==> config.mk <==
export PLATFORM = sky130hd
export DESIGN_NAME = grouped_free_block_stack
export DESIGN_NICKNAME = d
export VERILOG_FILES = /design/src/sv/gfbs_pkg.sv /design/src/sv/gfbs_ram.sv /design/src/sv/grouped_free_block_stack.sv
export SDC_FILE = /design/constraint.sdc
export NUM_CORES = 1
export LEC_CHECK = 0
export ABC_AREA = 1
export ABC_CLOCK_PERIOD_IN_PS = 8800
export BUFFER_PORTS_ARGS = -buffer_cell sky130_fd_sc_hd__buf_2
export CAP_MARGIN = 20
export CORE_MARGIN = 10
export CORE_UTILIZATION = 40
export CTS_BUF_LIST = sky130_fd_sc_hd__clkbuf_2 sky130_fd_sc_hd__clkbuf_4 sky130_fd_sc_hd__clkbuf_8
export DETAILED_ROUTE_END_ITERATION = 12
export HOLD_SLACK_MARGIN = 0.15
export PLACE_DENSITY = 0.55
export SLEW_MARGIN = 10
export SYNTH_ARGS = -nofsm -noshare
export SYNTH_HDL_FRONTEND = slang
export SYNTH_SLANG_ARGS = --single-unit
==> constraint.sdc <==
create_clock -name clk_i -period 8.8 [get_ports clk_i]
set_clock_uncertainty 0.1 [all_clocks]
set_input_delay 0.44 -clock clk_i [delete_from_list [all_inputs] [get_ports clk_i]]
set_output_delay 0.44 -clock clk_i [all_outputs]
set_load 0.02 [all_outputs]
==> src/sv/gfbs_pkg.sv <==
package gfbs_pkg;

  localparam int unsigned StackDepthDef = 32;
  localparam int unsigned BlockW        = 24;

  typedef enum logic [1:0] {
    ACT_ALLOC = 2'd0,
    ACT_FREE  = 2'd1,
    ACT_FILL  = 2'd2
  } action_e;

  typedef enum logic [1:0] {
    ST_OK      = 2'd0,
    ST_NOSPACE = 2'd1,
    ST_ORDER   = 2'd2
  } status_e;

endpackage

==> src/sv/gfbs_ram.sv <==
module gfbs_ram #(
  parameter int unsigned Width = 8,
  parameter int unsigned Depth = 4,
  localparam int unsigned AddrW = (Depth > 1) ? $clog2(Depth) : 1
) (
  input  logic             clk_i,
  input  logic             we_i,
  input  logic [AddrW-1:0] waddr_i,
  input  logic [Width-1:0] wdata_i,
  input  logic             re_i,
  input  logic [AddrW-1:0] raddr_i,
  output logic [Width-1:0] rdata_o
);

  logic [Width-1:0] mem_q [Depth];
  logic [Width-1:0] rdata_q;

  always_ff @(posedge clk_i) begin
    if (we_i) begin
      mem_q[waddr_i] <= wdata_i;
    end
    if (re_i) begin
      rdata_q <= mem_q[raddr_i];
    end
  end

  assign rdata_o = rdata_q;

endmodule

==> src/sv/grouped_free_block_stack.sv <==
// pops and frees on an empty stack (end mark planted first) go via S_POP or S_PLANT;
// other frees, fill words and refused requests load results directly, one per cycle
// unless stalled; a full-stack free spills 1 + STACK_DEPTH words, one per cycle when not
// stalled, set by the single stack read port; next request taken after the last word
// reset clears count, fill state and dirty flag; stack memory contents stay undefined
// and need no clearing pass, since no entry is read before it is written
module grouped_free_block_stack
  import gfbs_pkg::*;
#(
  parameter int unsigned STACK_DEPTH = StackDepthDef
) (
  input  logic              clk_i,
  input  logic              rst_ni,
  // request side
  input  logic              in_valid_i,
  output logic              in_stall_o,
  input  logic [1:0]        action_i,
  input  logic [BlockW-1:0] block_number_i,
  // result side
  output logic              out_valid_o,
  input  logic              out_stall_i,
  output logic [1:0]        status_o,
  output logic [BlockW-1:0] granted_block_o,
  output logic              fetch_request_o,
  output logic              spill_valid_o,
  output logic [BlockW-1:0] spill_target_o,
  output logic [BlockW-1:0] spill_word_o,
  output logic              dirty_o,
  output logic              last_o
);

  // count holds 0..STACK_DEPTH, address picks one of STACK_DEPTH entries
  localparam int unsigned CntW  = $clog2(STACK_DEPTH + 1);
  localparam int unsigned AddrW = $clog2(STACK_DEPTH);
  localparam logic [CntW-1:0] DepthCnt = CntW'(STACK_DEPTH);

  typedef enum logic [1:0] {
    S_IDLE,
    S_POP,
    S_PLANT,
    S_SPILL
  } state_e;

  state_e            state_q, state_d;
  logic [CntW-1:0]   count_q, count_d;
  logic              filling_q, filling_d;
  logic [CntW-1:0]   fill_pos_q, fill_pos_d;
  logic              modified_q, modified_d;
  // spill walk: word index, and whether the count word has gone out
  logic [CntW-1:0]   spill_idx_q, spill_idx_d;
  logic              spill_cnt_done_q, spill_cnt_done_d;
  // block being freed, kept for the plant and spill steps
  logic [BlockW-1:0] held_blk_q, held_blk_d;

  // result register
  logic              out_valid_q, out_valid_d;
  status_e           status_q, status_d;
  logic [BlockW-1:0] granted_q, granted_d;
  logic              fetch_q, fetch_d;
  logic              spill_valid_q, spill_valid_d;
  logic [BlockW-1:0] spill_target_q, spill_target_d;
  logic [BlockW-1:0] spill_word_q, spill_word_d;
  logic              dirty_q, dirty_d;
  logic              last_q, last_d;

  // stack memory port signals
  logic              mem_we;
  logic [AddrW-1:0]  mem_waddr;
  logic [BlockW-1:0] mem_wdata;
  logic              mem_re;
  logic [AddrW-1:0]  mem_raddr;
  logic [BlockW-1:0] mem_rdata;

  logic out_free;
  logic in_accept;
  logic out_load;

  gfbs_ram #(
    .Width (BlockW),
    .Depth (STACK_DEPTH)
  ) u_stack_ram (
    .clk_i   (clk_i),
    .we_i    (mem_we),
    .waddr_i (mem_waddr),
    .wdata_i (mem_wdata),
    .re_i    (mem_re),
    .raddr_i (mem_raddr),
    .rdata_o (mem_rdata)
  );

  // result register can take a new word when empty or being drained
  assign out_free   = !out_valid_q || !out_stall_i;
  assign in_stall_o = (state_q != S_IDLE) || !out_free;
  assign in_accept  = in_valid_i && !in_stall_o;

  always_comb begin
    state_d          = state_q;
    count_d          = count_q;
    filling_d        = filling_q;
    fill_pos_d       = fill_pos_q;
    modified_d       = modified_q;
    spill_idx_d      = spill_idx_q;
    spill_cnt_done_d = spill_cnt_done_q;
    held_blk_d       = held_blk_q;

    mem_we    = 1'b0;
    mem_waddr = '0;
    mem_wdata = '0;
    mem_re    = 1'b0;
    mem_raddr = '0;

    // default result word: ok, data fields zero, last set to close the request
    out_load       = 1'b0;
    status_d       = ST_OK;
    granted_d      = '0;
    fetch_d        = 1'b0;
    spill_valid_d  = 1'b0;
    spill_target_d = '0;
    spill_word_d   = '0;
    last_d         = 1'b1;

    case (state_q)
      S_IDLE: begin
        if (in_accept) begin
          out_load = 1'b1;
          case (action_i)
            ACT_FILL: begin
              if (!filling_q) begin
                status_d = ST_ORDER;
              end else begin
                if (fill_pos_q == '0) begin
                  // count word, saturated to the stack depth
                  if (block_number_i > BlockW'(STACK_DEPTH)) begin
                    count_d = DepthCnt;
                  end else begin
                    count_d = block_number_i[CntW-1:0];
                  end
                end else begin
                  mem_we    = 1'b1;
                  mem_waddr = AddrW'(fill_pos_q - 1'b1);
                  mem_wdata = block_number_i;
                end
                if (fill_pos_q == DepthCnt) begin
                  filling_d  = 1'b0;
                  fill_pos_d = '0;
                end else begin
                  fill_pos_d = fill_pos_q + 1'b1;
                end
              end
            end
            ACT_ALLOC: begin
              if (filling_q) begin
                status_d = ST_ORDER;
              end else if (count_q == '0) begin
                status_d = ST_NOSPACE;
              end else begin
                // pop: read top entry, decide in S_POP
                out_load  = 1'b0;
                count_d   = count_q - 1'b1;
                mem_re    = 1'b1;
                mem_raddr = AddrW'(count_q - 1'b1);
                state_d   = S_POP;
              end
            end
            ACT_FREE: begin
              if (filling_q) begin
                status_d = ST_ORDER;
              end else begin
                modified_d = 1'b1;
                held_blk_d = block_number_i;
                if (count_q == '0) begin
                  // plant end-of-chain mark, push the block in S_PLANT
                  out_load  = 1'b0;
                  mem_we    = 1'b1;
                  mem_waddr = '0;
                  mem_wdata = '0;
                  count_d   = CntW'(1);
                  state_d   = S_PLANT;
                end else if (count_q == DepthCnt) begin
                  out_load         = 1'b0;
                  spill_idx_d      = '0;
                  spill_cnt_done_d = 1'b0;
                  state_d          = S_SPILL;
                end else begin
                  mem_we    = 1'b1;
                  mem_waddr = AddrW'(count_q);
                  mem_wdata = block_number_i;
                  count_d   = count_q + 1'b1;
                end
              end
            end
            default: begin
              status_d = ST_ORDER;
            end
          endcase
        end
      end

      S_POP: begin
        if (out_free) begin
          out_load = 1'b1;
          state_d  = S_IDLE;
          if (mem_rdata == '0) begin
            // end-of-chain mark: no space left
            status_d = ST_NOSPACE;
            count_d  = '0;
          end else begin
            modified_d = 1'b1;
            granted_d  = mem_rdata;
            if (count_q == '0) begin
              // stack emptied: host fetches the next group from this block
              fetch_d    = 1'b1;
              filling_d  = 1'b1;
              fill_pos_d = '0;
            end
          end
        end
      end

      S_PLANT: begin
        if (out_free) begin
          out_load  = 1'b1;
          mem_we    = 1'b1;
          mem_waddr = AddrW'(count_q);
          mem_wdata = held_blk_q;
          count_d   = count_q + 1'b1;
          state_d   = S_IDLE;
        end
      end

      S_SPILL: begin
        if (out_free) begin
          out_load       = 1'b1;
          spill_valid_d  = 1'b1;
          spill_target_d = held_blk_q;
          if (!spill_cnt_done_q) begin
            // count word first, start reading entry 0
            spill_word_d     = BlockW'(count_q);
            last_d           = 1'b0;
            spill_cnt_done_d = 1'b1;
            mem_re           = 1'b1;
            mem_raddr        = '0;
          end else begin
            spill_word_d = mem_rdata;
            if (spill_idx_q == DepthCnt - 1'b1) begin
              // stack now holds only the freed block
              mem_we    = 1'b1;
              mem_waddr = '0;
              mem_wdata = held_blk_q;
              count_d   = CntW'(1);
              state_d   = S_IDLE;
            end else begin
              last_d      = 1'b0;
              spill_idx_d = spill_idx_q + 1'b1;
              mem_re      = 1'b1;
              mem_raddr   = AddrW'(spill_idx_q + 1'b1);
            end
          end
        end
      end

      default: begin
        state_d = S_IDLE;
      end
    endcase

    dirty_d = modified_d;

    if (out_load) begin
      out_valid_d = 1'b1;
    end else if (!out_stall_i) begin
      out_valid_d = 1'b0;
    end else begin
      out_valid_d = out_valid_q;
    end
  end

  always_ff @(posedge clk_i or negedge rst_ni) begin
    if (!rst_ni) begin
      state_q          <= S_IDLE;
      count_q          <= '0;
      filling_q        <= 1'b0;
      fill_pos_q       <= '0;
      modified_q       <= 1'b0;
      spill_idx_q      <= '0;
      spill_cnt_done_q <= 1'b0;
      out_valid_q      <= 1'b0;
    end else begin
      state_q          <= state_d;
      count_q          <= count_d;
      filling_q        <= filling_d;
      fill_pos_q       <= fill_pos_d;
      modified_q       <= modified_d;
      spill_idx_q      <= spill_idx_d;
      spill_cnt_done_q <= spill_cnt_done_d;
      out_valid_q      <= out_valid_d;
    end
  end

  // payload registers, no reset needed
  always_ff @(posedge clk_i) begin
    held_blk_q <= held_blk_d;
    if (out_load) begin
      status_q       <= status_d;
      granted_q      <= granted_d;
      fetch_q        <= fetch_d;
      spill_valid_q  <= spill_valid_d;
      spill_target_q <= spill_target_d;
      spill_word_q   <= spill_word_d;
      dirty_q        <= dirty_d;
      last_q         <= last_d;
    end
  end

  assign out_valid_o     = out_valid_q;
  assign status_o        = status_q;
  assign granted_block_o = granted_q;
  assign fetch_request_o = fetch_q;
  assign spill_valid_o   = spill_valid_q;
  assign spill_target_o  = spill_target_q;
  assign spill_word_o    = spill_word_q;
  assign dirty_o         = dirty_q;
  assign last_o          = last_q;

endmodule

Word-level counts from Yosys, hierarchy flattened

Memory sizes are Yosys's and may differ from the RTL's. A register that Yosys moved wholly into a read port is not among the register bits.
Cells that the tools add are included.
Widths: inputs -> output; s select.

$add $sub $neg: 5
Magnitude comparators: 1
Equal/unequal tests: 35
Muxes and demuxes: 137
Bitwise operators: 3
Reductions and logical operators: 27

Operator list:

| operator            | number |
|---|---|
| $mux 24             | 10 |
| $mux 6              | 31 |
| $pmux 24 s3         | 1 |
| $mux 5              | 14 |
| $pmux 24 s2         | 1 |
| $mux 1              | 47 |
| $pmux 5 s2          | 3 |
| $mux 2              | 14 |
| $ne 2x2->1 const B  | 14 |
| $gt 24x6->1 const B | 1 |
| $logic_not 24->1    | 1 |
| $pmux 6 s2          | 2 |
| $pmux 6 s4          | 1 |
| $add 6x1->6 const B | 3 |
| $pmux 6 s3          | 1 |
| $ne 3x3->1 const B  | 5 |
| $pmux 1 s2          | 7 |
| $reduce_and 14->1   | 1 |
| $reduce_and 7->1    | 2 |
| $eq 6x6->1 const B  | 2 |
| $logic_not 6->1     | 2 |
| $pmux 2 s3          | 2 |
| $reduce_and 10->1   | 1 |
| $reduce_and 9->1    | 1 |
| other kinds (23)    | 41 |

Bits in registers: 126
Memory bits (writable): 768
Bits of input ports: 30
Logic and storage cells: 227
Memories kept: 1

Memories:

| name              | depth | bits a word | rd ports | clocked after Yosys merged registers in | write ports | RTL line       | RTL |
|---|---|---|---|---|---|---|---|
| u_stack_ram.mem_q | 32    | 24          | 1        | 1                                       | 1           | gfbs_ram.sv:15 | `logic [Width-1:0] mem_q [Depth];` |

Logic depth before layout (Yosys ltp)

Gate-level depths: netlist (run 1).

Depth in word-level cells: 10
Gate-level depth with buffers: 18

Cells and area by module

Synthesis (run 1) repeated with hierarchy kept, for this count alone.

Cells, all modules: 3417
Area, all modules: 38653.3 µm²

By module, submodules not included:

| module                   | times used | cells each | area each (µm²) |
|---|---|---|---|
| gfbs_ram                 | 1          | 2665       | 32000.7 |
| grouped_free_block_stack | 1          | 752        | 6652.6 |

Worst setup path before layout (run 1)

No wires, ideal clock.

Path kind: reg2reg
Start: register state_q[0]
End: register dirty_q, in the netlist dirty_o, enable pin
Setup time: 0.622 ns
Arrival time: 6.626 ns
Required time: 8.078 ns
Slack: 1.452 ns
Stages on the path, launching flop included: 6
Path through: dfrtp_1 > inv_1 > ha_1 > clkbuf_1 > clkbuf_1 > o21ai_0

Cells in the longest elaborated chain, start to end: 6
Elaborated cells between the ends (all ways): 11

RTL lines:

| item                     | RTL line                        | RTL |
|---|---|---|
| start: declaration       | grouped_free_block_stack.sv:44  | `state_e state_q, state_d;` |
| start signal: assignment | grouped_free_block_stack.sv:289 | `state_q <= state_d;` |
| $reduce_bool 2->1        | grouped_free_block_stack.sv:93  | `assign in_stall_o = (state_q != S_IDLE) \|\| !out_free;` |
| $logic_or 1x1->1         | grouped_free_block_stack.sv:93  |  |
| $logic_not 1->1          | grouped_free_block_stack.sv:94  | `assign in_accept = in_valid_i && !in_stall_o;` |
| $logic_and 1x1->1        | grouped_free_block_stack.sv:94  |  |
| $mux 1                   | grouped_free_block_stack.sv:124 | `if (in_accept) begin` |
| $pmux 1 s2 *             | grouped_free_block_stack.sv:122 | `case (state_q)` |
| via out_load             | grouped_free_block_stack.sv:76  | `logic out_load;` |
| end signal: assignment   | grouped_free_block_stack.sv:310 | `dirty_q <= dirty_d;` |
| end: declaration         | grouped_free_block_stack.sv:63  | `logic dirty_q, dirty_d;` |

Mark *: on every way through the listed nets, which the timed path passes. The rest lies on a longest branch.
A chain may end at the register's enable or synchronous reset.

Worst setup path after layout (run 1)

Start: register state_q[0]
End: register u_stack_ram.rdata_q[20], in the netlist u_stack_ram.rdata_o[20], read port of u_stack_ram.mem_q, data pin

Cells in the longest elaborated chain, start to end: 6
Elaborated cells between the ends (all ways): 10

RTL lines:

| item                                            | RTL line                        | RTL |
|---|---|---|
| $reduce_bool 2->1                               | grouped_free_block_stack.sv:93  |  |
| $logic_or 1x1->1                                | grouped_free_block_stack.sv:93  |  |
| $logic_not 1->1                                 | grouped_free_block_stack.sv:94  |  |
| $logic_and 1x1->1                               | grouped_free_block_stack.sv:94  |  |
| $mux 5 / $mux 1 (equally long branches)         | grouped_free_block_stack.sv:124 |  |
| $pmux 5 s2 / $pmux 1 s2 (equally long branches) | grouped_free_block_stack.sv:122 |  |
| end: declaration                                | gfbs_ram.sv:16                  | `logic [Width-1:0] rdata_q;` |

Parallel ways exist; a longest one is shown, timed or not.

==> metrics.md, run 1 <==
| Metric | Value |
|---|---|
| Status | finished clean |
| VDD IR-drop max | 0.206 mV |
| Largest family of logic cells by synthesized area | simple AND/OR/NAND/NOR gates |
| Non-filler cells, final | 5,436 |
| Inst Count DP | 5,135 |
| Max-slew headroom at the worst pin | 26.3% |
| Fin util | 45.8% |
| Hpwl dp | about 64,000 µm |
| Die area | around 110,000 µm² |
| Post-route DRC | 0 |
| RSZ-0062 raised after global routing | false |
| GRT met2 Usage | 31.1% |
| Yosys top cell area share | 66.2% |
| Growth of design area from synthesis to finish | 13.3% |
| CTS root buf | clkbuf_8 |
| Worst-margin pin slew | 1100 ps |
| Final worst setup slack | 3570 ps |
| Hold endpoint | held_blk_q[10]$_DFFE_PP_ |
| Sink Count | 918 |
| Vias per Instance | 5.17 |
| M3 GR Usage | 3.08% |
| Critical path start-end classification | flip-flop to flip-flop |
| GR Util met1 | 27.0% |
| Simple-gate portion of the synthesized area | 23.2% |
| Highest clock rate | 191 MHz |
| Power Dens Cells | 244 nW/µm² |
| Num rows | 116 |
| Post-CTS Resized | 0 |
| TritonCTS clock tree | built |
| Mapped Nets | 3,885 |
| Post-route ant nets | 0 |
| Yosys warns | 0 |
| Setup crit start kind | flip-flop |
| Mux contribution to synthesized area | 0% |
| Post-Syn Area | 40,500 µm² |
| Vias in the first global route | roughly 27,000 |
| Hold path cells | 2 |
| First-pass GRT wire length | ~170,000 µm |
| Crit Path Max Fanout | 86 |
| Synth area leaders | edfxtp_1, nand3_1, nand2_1 |
| Die H | 338 µm |
| Synth Instances | 3,840 |
| GP Congestion | 0.897 |
| Post-synth EDFFs | 894 |
| Flops & latches, synth | slightly above 900 |
| Post-CTS setup repair buffer count | 0 |
| Hold Vio Cnt, Final | 0 |
| Largest net degree at the start of global routing | 186 |
| Starting Density | 40.4% |
| Synth Area in Compound Gates | 1.43% |
| Synth Flop Type | edfxtp_1 |
| RR Endpoint | u_stack_ram.rdata_o[20]$_DFFE_PP_ |
| R2r worst-path depth | 15 |
| Detailed Route WL | 116,000 µm |
| Antenna violations before repair | 5 |
| Die X | 338 µm |
| Distinct cell type count after synthesis | 45 |
| Number of max-cap violations | 0 |
| Flop2flop setup slack | 3570 ps |
| Final setup violation count | 0 |
| Drt first pass iters | 6 |
| Initial DRC Count | 2,763 |
| Final total power | 11.2 mW |
| Clock Pin Slew Worst Setup and Hold Paths | 70 ps |
| Worst r2r src | state_q[0]$_DFFE_PN0P_ |
| Post-synthesis adder-cell area fraction | 0.463% |
| Grt ovf | 0 |
| Wire per inst | 21.3 µm |
| Total Nets Final | 4,010 |
| CTS Buf Count | approximately 150 |
| CP arrival | 5810 ps |
| Vias after detailed routing | 28,080 |
| Leak | approximately 19 nW |
| Async SR Flop Fraction | 2.61% |
| Hold_buf cts | 32 |
| Area leader, netlist | edfxtp_1 |
| Clock latency on the worst-skew pair | 820 ps |
| Total number of H-tree levels | 4 |
| Core Area | 100,000 µm² |
| Synthesized area per cell | ~11 µm² |
| Critical Path End Type | flip-flop |
| CP required | 9380 ps |
| Hold Path Class | primary input to flip-flop |
| Final TNS setup | 0 ps |
| Max Slew Vio Count | 0 |
| Num ports | 110 |
| Grt peak-use layer | met2 |
| Fin crit share | 59.4% |
| Max Root-Sink Buffers | 3 |
| Hold path start | block_number_i[10] |
| Synth Area in XOR/XNOR | 0.259% |
| IO buf count | around 110 |
| Post-Place Setup Slack | 3660 ps |
| All-Layer GR Usage | 19.7% |
| Share of cells above drive strength 1 | 12.2% |
| Register area share after synthesis | 67.7% |
| Tmin final | 5230 ps |
==> per-layer routing <==
| layer | wire length (µm) | part of all wire (%) | vias to the layer above |
|---|---|---|---|
| li1 | - | - | 13265 |
| met1 | 50800 | 44 | 13567 |
| met2 | 53400 | 46 | 1034 |
| met3 | 7350 | 6.4 | 212 |
| met4 | 3930 | 3.4 | 2 |
| met5 | 11 | 0.0095 | - |
==> synthesized netlist by cell type (2+ instances only) <==
master,instances
nand2_1,974
edfxtp_1,894
nand3_1,868
inv_1,455
nor2_1,140
buf_2,105
clkbuf_1,92
nand3b_1,80
a21oi_1,40
o21ai_0,34
dfrtp_1,24
buf_4,20
ha_1,15
nand4_1,11
xor2_1,10
buf_1,9
nor3_1,8
o21ai_1,6
o22ai_1,6
or2_2,6
buf_6,3
nand3_2,3
nor4_1,3
o21bai_1,3
a211oi_1,2
a22oi_1,2
a31o_2,2
clkinv_1,2
inv_2,2
nand2_2,2
nor2_4,2
nor3b_1,2
o211ai_1,2
xnor2_1,2
==> per-stage QoR <==
stage	area (µm²)	hold WS [ps]
5_1_grt	45900	263
2_1_floorplan	40500	44.4
6_report	45900	287
3_5_place_dp	42600	385
3_3_place_gp	42600	377
4_1_cts	45900	208
==> critical path, cell delays in order, from the launching register on <==
cell,delay (ps)
dfrtp_1,430
inv_1,100
ha_1,760
nand3_2,280
nor2_4,230
nand3_1,100
nand2_1,120
nand2_4,330
inv_6,760
buf_4,740
nand3_1,140
nand3_1,190
nand3_1,190
nand2_1,120
nand2_1,170
nand2_1,140
==> how the worst max path moves through the flow <==
stage | start | endpoint | slack [ps] | cells past startpoint
finish | state_q[0]$_DFFE_PN0P_ | u_stack_ram.rdata_o[20]$_DFFE_PP_ | 3570 | 15
global route | state_q[0]$_DFFE_PN0P_ | u_stack_ram.rdata_o[20]$_DFFE_PP_ | 3170 | 14
CTS | state_q[0]$_DFFE_PN0P_ | u_stack_ram.rdata_o[20]$_DFFE_PP_ | 3630 | 14
detailed placement | state_q[0]$_DFFE_PN0P_ | u_stack_ram.rdata_o[20]$_DFFE_PP_ | 3660 | 14
global placement | state_q[0]$_DFFE_PN0P_ | u_stack_ram.rdata_o[20]$_DFFE_PP_ | 3650 | 14
floorplan | state_q[0]$_DFFE_PN0P_ | dirty_o$_DFFE_PP_ | 1450 | 5
==> report_power, final <==
part | switching, mW | total, mW | internal (mW) | leakage [nW]
clock network | 1.73 | 3.79 | 2.06 | 1.59
logic | 1.67 | 2.11 | 0.441 | 8.13
registers | 0.132 | 5.29 | 5.16 | 8.82
total | 3.53 | 11.2 | 7.66 | 18.5
==> cell type report <==
| class | count | area, µm² |
|---|---|---|
| inverter | 459 | 1740 |
| fill | 9317 | 54400 |
| tap | 1357 | 1700 |
| antenna | 1 | 2.50 |
| clock buffer | 216 | 2610 |
| sequential | 918 | 27400 |
| timing repair buffer | 200 | 1380 |
| multi-input combinational | 2233 | 10700 |
| clock inverter | 52 | 408 |
==> sequential cells by signal (all words and copies together) (netlist names), 6 cells and up <==
| name | count |
|---|---|
| u_stack_ram.mem_q | 768 |
| granted_block_o | 24 |
| held_blk_q | 24 |
| spill_target_o | 24 |
| spill_word_o | 24 |
| u_stack_ram.rdata_o | 24 |
| count_q | 6 |
| fill_pos_q | 6 |
| spill_idx_q | 6 |
==> cells by family (layout without fill, tap and decap cells) <==
family,after synthesis,after routing
and+or+nand+nor,2102,2102
xor gates and xnor gates,12,12
other,0,1
DFF,918,918
AOI/OAI and AO/OA,104,104
adders and majority gates,15,15
buffers and inverters,689,927
==> layout by cell type, fill, tap and decap left out, drive strengths merged <==
cell | Yosys | final
o211ai | 2 | 2
a22oi | 2 | 2
xnor2 | 2 | 2
a31oi | 1 | 1
nand4 | 11 | 11
nor4 | 3 | 3
o21bai | 3 | 3
clkinv | 2 | 37
clkbuf | 93 | 216
o21a | 1 | 1
buf | 137 | 169
dlygate4sd3 | 0 | 31
diode | 0 | 1
o21ai | 41 | 41
ha | 15 | 15
nor2 | 143 | 143
clkinvlp | 0 | 5
a21oi | 41 | 41
or2 | 6 | 6
nand2 | 977 | 977
dfrtp | 24 | 24
inv | 457 | 464
edfxtp | 894 | 894
o22ai | 6 | 6
o221ai | 1 | 1
a31o | 2 | 2
xor2 | 10 | 10
o31ai | 1 | 1
o41ai | 1 | 1
a211oi | 2 | 2
nor3 | 9 | 9
nand3b | 80 | 80
bufinv | 0 | 5
nand3 | 871 | 871
nor3b | 2 | 2
No activity file was read; power rests on OpenSTA's default activity.
==> run 2, diff against run 1 <==
- ABC_CLOCK_PERIOD_IN_PS: 8800 -> 4400
- PLACE_DENSITY: 0.55 -> 0.57
- clock period: 8.8 -> 4.4 ns (I/O delays scaled with it)
==> run 2 against run 1 <==
  * Clock power grew 96%
  * Hold slack better by 67 ps
  * Critical endpoint is now u_stack_ram.rdata_o[15]$_DFFE_PP_
  * Power rose by 99%
  * Highest routed layer unchanged
  * Flip-flop and latch count did not move
==> metrics.md, run 2 (same netlist as run 1, synthesis figures left out) <==
| Metric | Value |
|---|---|
| Drt first pass iters | 6 |
| Total number of H-tree levels | 4 |
| CTS Buf Count | 154 |
| Non-filler cells, final | 5,539 |
| Die area | between 100,000 and 150,000 µm² |
| Tmin final | 3870 ps |
| Critical path start-end classification | flip-flop to flip-flop |
| Clock latency on the worst-skew pair | 820 ps |
| Flop2flop setup slack | 530 ps |
| Highest clock rate | between 200 and 300 MHz |
| IO buf count | 109 |
| Clock Pin Slew Worst Setup and Hold Paths | 60 ps |
| GP Congestion | between 0.8 and 0.9 |
| CTS root buf | clkbuf_8 |
| Total Nets Final | 4,104 |
| CP required | 4870 ps |
| Crit Path Max Fanout | 162 |
| Grt ovf | 0 |
| Final setup violation count | 0 |
| Number of max-cap violations | 0 |
| RSZ-0062 raised after global routing | false |
| Hold Vio Cnt, Final | 0 |
| Wire per inst | between 20 and 25 µm |
| Sink Count | 918 |
| VDD IR-drop max | 0.381 mV |
| Detailed Route WL | 121,000 µm |
| Vias in the first global route | 27,898 |
| Status | finished clean |
| Inst Count DP | 5,203 |
| Starting Density | 40.4% |
| Vias after detailed routing | between 20,000 and 30,000 |
| Share of cells above drive strength 1 | 13.5% |
| Post-route ant nets | 0 |
| Max Root-Sink Buffers | 3 |
| Growth of design area from synthesis to finish | 15.9% |
| R2r worst-path depth | 15 |
| Fin crit share | approximately nine tenths |
| Worst-margin pin slew | approximately 1100 ps |
| CP arrival | 4340 ps |
| Final TNS setup | 0 ps |
| Max Slew Vio Count | 0 |
| Max-slew headroom at the worst pin | 26.6% |
| Setup crit start kind | flip-flop |
| Commonest non-fill, non-tap cells in the layout | nand2_1, edfxtp_1, nand3_1 |
| Num ports | 110 |
| Hpwl dp | 68,700 µm |
| Max reg flops | 768 |
| Most common cell after layout, fill and taps aside | nand2_1 |
| Initial DRC Count | 3,069 |
| Vias per Instance | 5.24 |
| Die X | 338 µm |
| Top reg by flops | u_stack_ram.mem_q |
| TritonCTS clock tree | built |
| Core Area | 100,000 µm² |
| Largest net degree at the start of global routing | 163 |
| Post-route DRC | 0 |
| Hold Path Class | primary input to async pin |
| All-Layer GR Usage | 20.4% |
| Critical Path End Type | flip-flop |
| Antenna violations before repair | 2 |
| Fin util | around 47% |
| Final total power | around 22 mW |
| Leak | 19.1 nW |
| Power Dens Cells | 475 nW/µm² |
| Num rows | about 120 |
| Die H | 338 µm |
| First-pass GRT wire length | 180,000 µm |
run 2: cell types whose count changed in the layout (fill, tap and decap cells not counted), moves of 7 or more:
cell,change
buf_12,+27
buf_4,+42
clkinv_1,+10
dlygate4sd3_1,+25
nor2_2,-7
nor2_4,+7
run 2: repair_timing:
| item | CTS | global route |
|---|---|---|
| hold endpoints to repair | 894 | 0 |
| buffers inserted | 0 | 0 |
| gates resized for setup | 0 | 0 |
| hold buffers | 57 | 0 |
run 2: final timing paths:
| check | start | end |
|---|---|---|
| max | state_q[1]$_DFFE_PN0P_ | u_stack_ram.rdata_o[15]$_DFFE_PP_ |
| min reg2reg | modified_q$_DFF_PN0_ | modified_q$_DFF_PN0_ |
| min | rst_ni | spill_cnt_done_q$_DFFE_PN0P_ |
| max reg2reg | state_q[1]$_DFFE_PN0P_ | u_stack_ram.rdata_o[15]$_DFFE_PP_ |
| max in group asynchronous | rst_ni | spill_idx_q[1]$_DFFE_PN0P_ |
| min in group clk_i | modified_q$_DFF_PN0_ | modified_q$_DFF_PN0_ |
run 2: area by class of cell:
class,count,area [µm²]
fillers,9170,53300
flip-flops and latches,918,27400
multi-input cells,2233,10700
clock buffers,216,2600
repair buffers,293,2450
inverters,459,1740
well taps,1357,1700
clock inverters,61,367
diodes,2,5.00
run 2: layer usage:
layer	vias up	global-route usage (%)	part of all wire, %
met3	221	4.09	8.1
li1	13461	-	-
met1	14093	27.6	43
met4	2	7.18	2.7
met2	1254	32.5	46
met5	-	0	0.011
run 2: through the flow:
stage	setup slack [ps]	area [µm²]	hold slack, ps
floorplan	651	40500	-176
global placement	606	43400	172
detailed placement	559	43400	179
CTS	556	47000	273
global route	304	47000	368
finish	527	47000	354
run 2: critical path, cell delays in order (launching register included):
cell and delay [ps]:
dfrtp_1 410, inv_1 120, ha_1 190, buf_4 270, inv_1 160, nor3_1 320, nand3_2 200, nand2_8 230
buf_12 550, nand3b_1 150, nand3_1 120, nand3_1 110, nand3_1 130, nand2_1 120, nand2_1 140, nand2_1 80
run 2: where the power goes:
group / internal [mW] / switching, mW
clock: 3.95 / 3.47
sequential: 10.3 / 0.231
combinational: 0.967 / 3.37
total: 15.2 / 7.07
